<file path="src/design/b64e_pkg.sv">
// Shared types, character codes and the base64 symbol lookup.
package b64e_pkg;

   localparam int MAX_RESULTS = 7;
   localparam int COUNT_W = 3;

   localparam logic [7:0] CHAR_PAD = 8'h3D;
   localparam logic [7:0] CHAR_NEWLINE = 8'h0A;

   localparam logic [1:0] CSR_URL_SAFE = 2'd0;
   localparam logic [1:0] CSR_PAD_ENABLE = 2'd1;
   localparam logic [1:0] CSR_WRAP_WIDTH = 2'd2;

   localparam logic [1:0] PHASE_FIRST = 2'd0;
   localparam logic [1:0] PHASE_SECOND = 2'd1;
   localparam logic [1:0] PHASE_THIRD = 2'd2;

   typedef struct packed {
      logic [7:0] data_byte;
      logic       final_byte;
   } request_type;

   typedef struct packed {
      logic        url_safe;
      logic        pad_enable;
      logic [15:0] wrap_width;
   } csr_type;

   typedef struct packed {
      logic [7:0] out_char;
      logic       run_end;
      logic       message_end;
   } item_type;

   typedef struct packed {
      item_type [MAX_RESULTS-1:0] items;
      logic [COUNT_W-1:0]         count;
   } expansion_type;

   function automatic logic [7:0] b64_symbol(input logic [5:0] v, input logic url);
      logic [7:0] v8;
      v8 = {2'b00, v};
      if (v < 6'd26) begin
         return 8'h41 + v8;
      end else if (v < 6'd52) begin
         return 8'h61 + v8 - 8'd26;
      end else if (v < 6'd62) begin
         return 8'h30 + v8 - 8'd52;
      end else if (v == 6'd62) begin
         return url ? 8'h2D : 8'h2B;
      end else begin
         return url ? 8'h5F : 8'h2F;
      end
   endfunction

endpackage

</file>
<file path="src/design/b64e_input_stage.sv">
// Input register that holds one request until the encoder takes it.
module b64e_input_stage
   import b64e_pkg::*;
(
   input  logic        clock,
   input  logic        reset,
   input  logic        req_valid,
   output logic        req_stall,
   input  request_type req_in,
   output logic        hold_valid,
   output request_type hold_request,
   input  logic        take
);

   logic        valid_ff;
   logic        valid_in;
   request_type request_ff;

   assign req_stall = valid_ff && !take;
   assign valid_in = req_stall ? valid_ff : req_valid;
   assign hold_valid = valid_ff;
   assign hold_request = request_ff;

   always_ff @(posedge clock) begin
      if (reset) begin
         valid_ff <= 1'b0;
      end else begin
         valid_ff <= valid_in;
      end
   end

   always_ff @(posedge clock) begin
      if (!req_stall && req_valid) begin
         request_ff <= req_in;
      end
   end

endmodule

</file>
<file path="src/design/b64e_encoder.sv">
// Group and line state plus the expansion of one byte into its characters.
module b64e_encoder
   import b64e_pkg::*;
(
   input  logic          clock,
   input  logic          reset,
   input  csr_type       csr,
   input  request_type   request,
   input  logic          take,
   output expansion_type expansion
);

   logic [1:0]  phase_ff, phase_in;
   logic [3:0]  carry_ff, carry_in;
   logic [15:0] column_ff, column_in;

   logic [7:0]         chars [4];
   logic [2:0]         n_chars;
   logic [15:0]        col;
   logic               last_char;
   logic               newline;
   logic [COUNT_W-1:0] pos;
   logic [7:0]         b;
   logic               fin;
   logic               url;
   logic               pad;

   assign b = request.data_byte;
   assign fin = request.final_byte;
   assign url = csr.url_safe;
   assign pad = csr.pad_enable;

   always_comb begin
      chars[0] = b64_symbol(b[7:2], url);
      chars[1] = '0;
      chars[2] = CHAR_PAD;
      chars[3] = CHAR_PAD;
      n_chars = 3'd1;
      phase_in = PHASE_SECOND;
      carry_in = {2'b00, b[1:0]};
      unique case (phase_ff)
         PHASE_SECOND: begin
            chars[0] = b64_symbol({carry_ff[1:0], b[7:4]}, url);
            chars[1] = b64_symbol({b[3:0], 2'b00}, url);
            n_chars = fin ? (pad ? 3'd3 : 3'd2) : 3'd1;
            phase_in = PHASE_THIRD;
            carry_in = b[3:0];
         end
         PHASE_THIRD: begin
            chars[0] = b64_symbol({carry_ff, b[7:6]}, url);
            chars[1] = b64_symbol(b[5:0], url);
            n_chars = 3'd2;
            phase_in = PHASE_FIRST;
            carry_in = '0;
         end
         default: begin
            chars[1] = b64_symbol({b[1:0], 4'b0000}, url);
            n_chars = fin ? (pad ? 3'd4 : 3'd2) : 3'd1;
         end
      endcase
      if (fin) begin
         phase_in = PHASE_FIRST;
         carry_in = '0;
      end
   end

   always_comb begin
      expansion.items = '0;
      col = column_ff;
      pos = '0;
      last_char = 1'b0;
      newline = 1'b0;
      for (int i = 0; i < 4; i++) begin
         if (3'(i) < n_chars) begin
            last_char = fin && (3'(i) == n_chars - 3'd1);
            expansion.items[pos].out_char = chars[i];
            pos = pos + 3'd1;
            newline = 1'b0;
            if (csr.wrap_width != 16'd0) begin
               col = col + 16'd1;
               newline = !last_char && (col >= csr.wrap_width);
            end else begin
               col = '0;
            end
            if (newline) begin
               expansion.items[pos].out_char = CHAR_NEWLINE;
               pos = pos + 3'd1;
               col = '0;
            end
         end
      end
      expansion.items[pos - 3'd1].run_end = 1'b1;
      expansion.items[pos - 3'd1].message_end = fin;
      expansion.count = pos;
      column_in = fin ? 16'd0 : col;
   end

   always_ff @(posedge clock) begin
      if (reset) begin
         phase_ff <= PHASE_FIRST;
         carry_ff <= '0;
         column_ff <= '0;
      end else if (take) begin
         phase_ff <= phase_in;
         carry_ff <= carry_in;
         column_ff <= column_in;
      end
   end

endmodule

</file>
<file path="src/design/b64e_output_queue.sv">
// Result register queue that presents the characters of one request in order.
module b64e_output_queue
   import b64e_pkg::*;
(
   input  logic          clock,
   input  logic          reset,
   input  logic          load_valid,
   input  expansion_type expansion,
   output logic          take,
   output logic          rsp_valid,
   input  logic          rsp_stall,
   output item_type      rsp_item
);

   logic [COUNT_W-1:0] count_ff, count_in;
   item_type           items_ff [MAX_RESULTS];
   item_type           items_in [MAX_RESULTS];
   logic               pop;
   logic               room;

   assign rsp_valid = count_ff != '0;
   assign rsp_item = items_ff[0];
   assign pop = rsp_valid && !rsp_stall;
   assign room = (count_ff == '0) || ((count_ff == COUNT_W'(1)) && pop);
   assign take = room && load_valid;

   always_comb begin
      count_in = count_ff;
      for (int i = 0; i < MAX_RESULTS; i++) begin
         items_in[i] = items_ff[i];
      end
      if (take) begin
         count_in = expansion.count;
         for (int i = 0; i < MAX_RESULTS; i++) begin
            items_in[i] = expansion.items[i];
         end
      end else if (pop) begin
         count_in = count_ff - COUNT_W'(1);
         for (int i = 0; i < MAX_RESULTS - 1; i++) begin
            items_in[i] = items_ff[i + 1];
         end
      end
   end

   always_ff @(posedge clock) begin
      if (reset) begin
         count_ff <= '0;
      end else begin
         count_ff <= count_in;
      end
   end

   always_ff @(posedge clock) begin
      for (int i = 0; i < MAX_RESULTS; i++) begin
         items_ff[i] <= items_in[i];
      end
   end

endmodule

</file>
<file path="src/design/base64_stream_encoder.sv">
// Streaming base64 encoder with optional padding and line wrapping.
// Path: a request is held in the input register, then expanded and loaded into the output queue.
// Flow: the output queue loads the next held request in the cycle the last character of
// the previous one leaves, so no bubble between.
// Reset: synchronous; clears group, carry and column state, empties both stages,
// and sets standard alphabet, padding on, wrapping off.
module base64_stream_encoder
   import b64e_pkg::*;
(
   input  logic        clock,
   input  logic        reset,
   input  logic        req_valid,
   output logic        req_stall,
   input  logic [7:0]  req_data_byte,
   input  logic        req_final_byte,
   output logic        rsp_valid,
   input  logic        rsp_stall,
   output logic [7:0]  rsp_out_char,
   output logic        rsp_run_end,
   output logic        rsp_message_end,
   input  logic        csr_valid,
   output logic        csr_ready,
   input  logic [1:0]  csr_index,
   input  logic [15:0] csr_wdata
);

   csr_type       csr_ff;
   request_type   req_in;
   request_type   hold_request;
   logic          hold_valid;
   logic          take;
   expansion_type expansion;
   item_type      rsp_item;

   assign csr_ready = 1'b1;
   assign req_in.data_byte = req_data_byte;
   assign req_in.final_byte = req_final_byte;
   assign rsp_out_char = rsp_item.out_char;
   assign rsp_run_end = rsp_item.run_end;
   assign rsp_message_end = rsp_item.message_end;

   always_ff @(posedge clock) begin
      if (reset) begin
         csr_ff.url_safe <= 1'b0;
         csr_ff.pad_enable <= 1'b1;
         csr_ff.wrap_width <= '0;
      end else if (csr_valid && csr_ready) begin
         unique case (csr_index)
            CSR_URL_SAFE:   csr_ff.url_safe <= csr_wdata[0];
            CSR_PAD_ENABLE: csr_ff.pad_enable <= csr_wdata[0];
            CSR_WRAP_WIDTH: csr_ff.wrap_width <= csr_wdata;
            default: ;
         endcase
      end
   end

   b64e_input_stage u_input_stage (
      .clock        (clock),
      .reset        (reset),
      .req_valid    (req_valid),
      .req_stall    (req_stall),
      .req_in       (req_in),
      .hold_valid   (hold_valid),
      .hold_request (hold_request),
      .take         (take)
   );

   b64e_encoder u_encoder (
      .clock     (clock),
      .reset     (reset),
      .csr       (csr_ff),
      .request   (hold_request),
      .take      (take),
      .expansion (expansion)
   );

   b64e_output_queue u_output_queue (
      .clock      (clock),
      .reset      (reset),
      .load_valid (hold_valid),
      .expansion  (expansion),
      .take       (take),
      .rsp_valid  (rsp_valid),
      .rsp_stall  (rsp_stall),
      .rsp_item   (rsp_item)
   );

endmodule
</file>
<file path="config.mk">
export PLATFORM = sky130hd
export DESIGN_NAME = base64_stream_encoder
export DESIGN_NICKNAME = d
export VERILOG_FILES = /design/src/design/b64e_pkg.sv /design/src/design/b64e_input_stage.sv /design/src/design/b64e_encoder.sv /design/src/design/b64e_output_queue.sv /design/src/design/base64_stream_encoder.sv
export SDC_FILE = /design/constraint.sdc
export NUM_CORES = 1
export LEC_CHECK = 0
export BUFFER_PORTS_ARGS = -buffer_cell sky130_fd_sc_hd__buf_2
export CORE_ASPECT_RATIO = 0.6
export CORE_MARGIN = 4
export CORE_UTILIZATION = 60
export DETAILED_ROUTE_END_ITERATION = 16
export PLACE_DENSITY = 0.85
export SLEW_MARGIN = 10
export SYNTH_ARGS = -nofsm -noshare
export SYNTH_HDL_FRONTEND = slang
export SYNTH_SLANG_ARGS = --single-unit
</file>
<file path="constraint.sdc">
create_clock -name clock -period 18 [get_ports clock]
set_input_delay 1.8 -clock clock [delete_from_list [all_inputs] [get_ports clock]]
set_output_delay 1.8 -clock clock [all_outputs]
set_load 0.03 [all_outputs]
</file>
==> metrics.csv <==
metric,value,unit
DP Area,0.0112,sq mm
register area share after synthesis,0.257,
CP endpoint kind,register,
Final HPWL DP,27300,um
Finished Layout Cells,1634,
pin count of the biggest net entering global routing,80,
final hold violations,0,
Sinks on Clock Net,108,
Max Clock Freq,63.7,MHz
die width,182,um
DRC,0,
clk_lat worst skew,0.37,ns
PwrDens,103,mW/mm^2
GRT busiest layer,met1,
placed insts,1618,
CP Max Fanout,16,
Starting Density,0.625,
DR pass1 iterations,7,
GRT met1 Usage,0.540,
IO Pins,45,
vias per cell,6.94,
min Tclk post-route,15.69,ns
Critical Path AT,15.79,ns
# port buffers,43,
final core occ,0.659,
drt wl/cell,22.1,um
worst clock skew,0.0160,ns
vias in the first global route,9935,
nets@finish,1531,
GRT Total Usage,0.345,
antenna violations before repair,0,
Mapped Area,0.0109,sq mm
Startpoint Class,register,
total number of vias,11300,
clk root buf,clkbuf_16,
number of max-cap violations,0,
kind of critical path,reg -> reg,
syn_area_per_cell,7.76,sq um
GR met3 Demand/Resource,0.167,
postcts setup bufs,0,
post_cts resized,0,
P_leak,0.00447,uW
post-route design area,0.0115,sq mm
Multi-input gate area,0.00760,sq mm
Post-Syn Instances,1404,
top_reg_cell synth,edfxtp_1,
cts bufs inserted,9,
maximum root-to-sink buffer count,2,
CTS Hold Bufs,0,
"commonest non-fill, non-tap cell in the layout",nand2_1,
max-slew violation count,0,
RD Place Congestion,1.03,
ANT cells,0,
CP max stage delay,0.96,ns
worst path required time,18.10,ns
"CTS clk-pin slew, worst paths",0.08,ns
CTS tree,yes,
Detail Route Antenna Nets,0,
Setup TNS,0,ns
final hold slack,0.473,ns
met2 usage,0.422,
Worst slew margin,0.203,
fin crit share,0.872,
Unique masters post-synth,89,
outcome,finished clean,
GR Overflow Total,0,
area grow syn2layout,5.56,%
worst slew pin tran,1.19,ns
first-pass GRT wire length,56200,um
Hold WC Path Type,reg -> reg,
cell row count,37,
Post-Route WL,36000,um
Storage cell area,0.00280,sq mm
share of cells above drive strength 1,0.0764,
worst path buffer plus inverter count,0,
YS warnings,0,
#FFs+latches synth,108,
drt initial violations,1710,
post-synthesis async set-or-reset flop share,0,
most frequent cells in the layout,"nand2_1, nor2_1, a21oi_1, ha_1, o21ai_0",
final setup fails,0,
Die Height,112,um
Max VDD drop,0.0723,mV
Crit path max-delay family,simple AND/OR/NAND/NOR gates,
"slowest stage cell, crit path",a222oi_1,
full die area,0.0205,sq mm
Post-synth EDFFs,64,
number of fill cells in the layout,1506,
CP most frequent cell,ha_1,
H-tree levels,3,
core region area,0.0175,sq mm
unrepaired setup endpoints after global routing,false,
[registers in the layout, indices dropped and copies added (netlist names)]
| signal | count |
|---|---|
| u_output_queue.count_ff | 3 |
| u_input_stage.hold_request | 9 |
| u_encoder.phase_ff | 2 |
| u_encoder.column_ff | 16 |
| u_input_stage.hold_valid | 1 |
| u_encoder.carry_ff | 4 |
| csr_ff | 18 |
| u_output_queue.items_ff | 55 |
[metal layers]
| metal | routed length (um) | vias up |
|---|---|---|
| met4 | 409 | 0 |
| met5 | 0 | - |
| met3 | 6270 | 49 |
| li1 | - | 5203 |
| met2 | 13000 | 782 |
| met1 | 16300 | 5301 |
[where the power goes]
part | leakage [uW] | internal [uW] | switching [uW]
combinational | 0.00336 | 190 | 394
clock | 0.000137 | 95.9 | 104
sequential | 0.000973 | 367 | 35.9
total | 0.00447 | 652 | 534
[synthesized netlist by cell type (all sizes together) (28+ instances only)]
cell	count	area [sq um]
nand2	177	664
nor2	120	450
a21oi	119	599
ha	104	1300
o21ai	79	395
clkbuf	72	270
edfxtp	64	1920
nand3	58	290
inv	54	203
xnor2	48	420
dfxtp	44	881
nor3	42	215
xor2	28	245
[final timing paths]
kind,startpoint,end,slack (ns),cells past startpoint
setup / recovery,u_encoder.column_ff[0],u_output_queue.items_ff[5][5],2.31,53
hold / removal,csr_ff[4],csr_ff[4],0.47,2
setup reg to reg,u_encoder.column_ff[0],u_output_queue.items_ff[5][5],2.31,53
hold reg to reg,csr_ff[4],csr_ff[4],0.47,2
[logic make-up (layout without fill, tap and decap cells)]
group	Yosys count	count (layout)	share of synthesized area
other	2	3	0.000689
flip-flops	108	108	0.257
adder cells (fa/ha/maj)	104	104	0.119
AND/OR/NAND/NOR	538	538	0.239
XOR/XNOR	76	76	0.0611
AO/OA/AOI/OAI	432	432	0.268
multiplexers	8	8	0.00781
buffers and inverters	136	131	0.0473
[tightest hold or removal path, stage by stage, from the launching register on]
cell and delay, ns:
dfxtp_1 0.33, nand2_1 0.05, a21oi_1 0.05
[through the flow]
step / setup slack, ns / power [uW]
floorplan: 5.05 / 801
global placement: 3.44 / 953
detailed placement: 3.02 / 965
CTS: 2.94 / 1160
global route: 1.38 / 1250
finish: 2.31 / 1190
[cell type report]
| cell class | count | area share |
|---|---|---|
| multi-input combinational | 1161 | 0.660 |
| clock inverter | 6 | 0.00402 |
| timing repair buffer | 57 | 0.0278 |
| tap | 234 | 0.0254 |
| sequential | 108 | 0.244 |
| inverter | 58 | 0.0189 |
| clock buffer | 10 | 0.0199 |
Power figures use the tool's default switching activity.
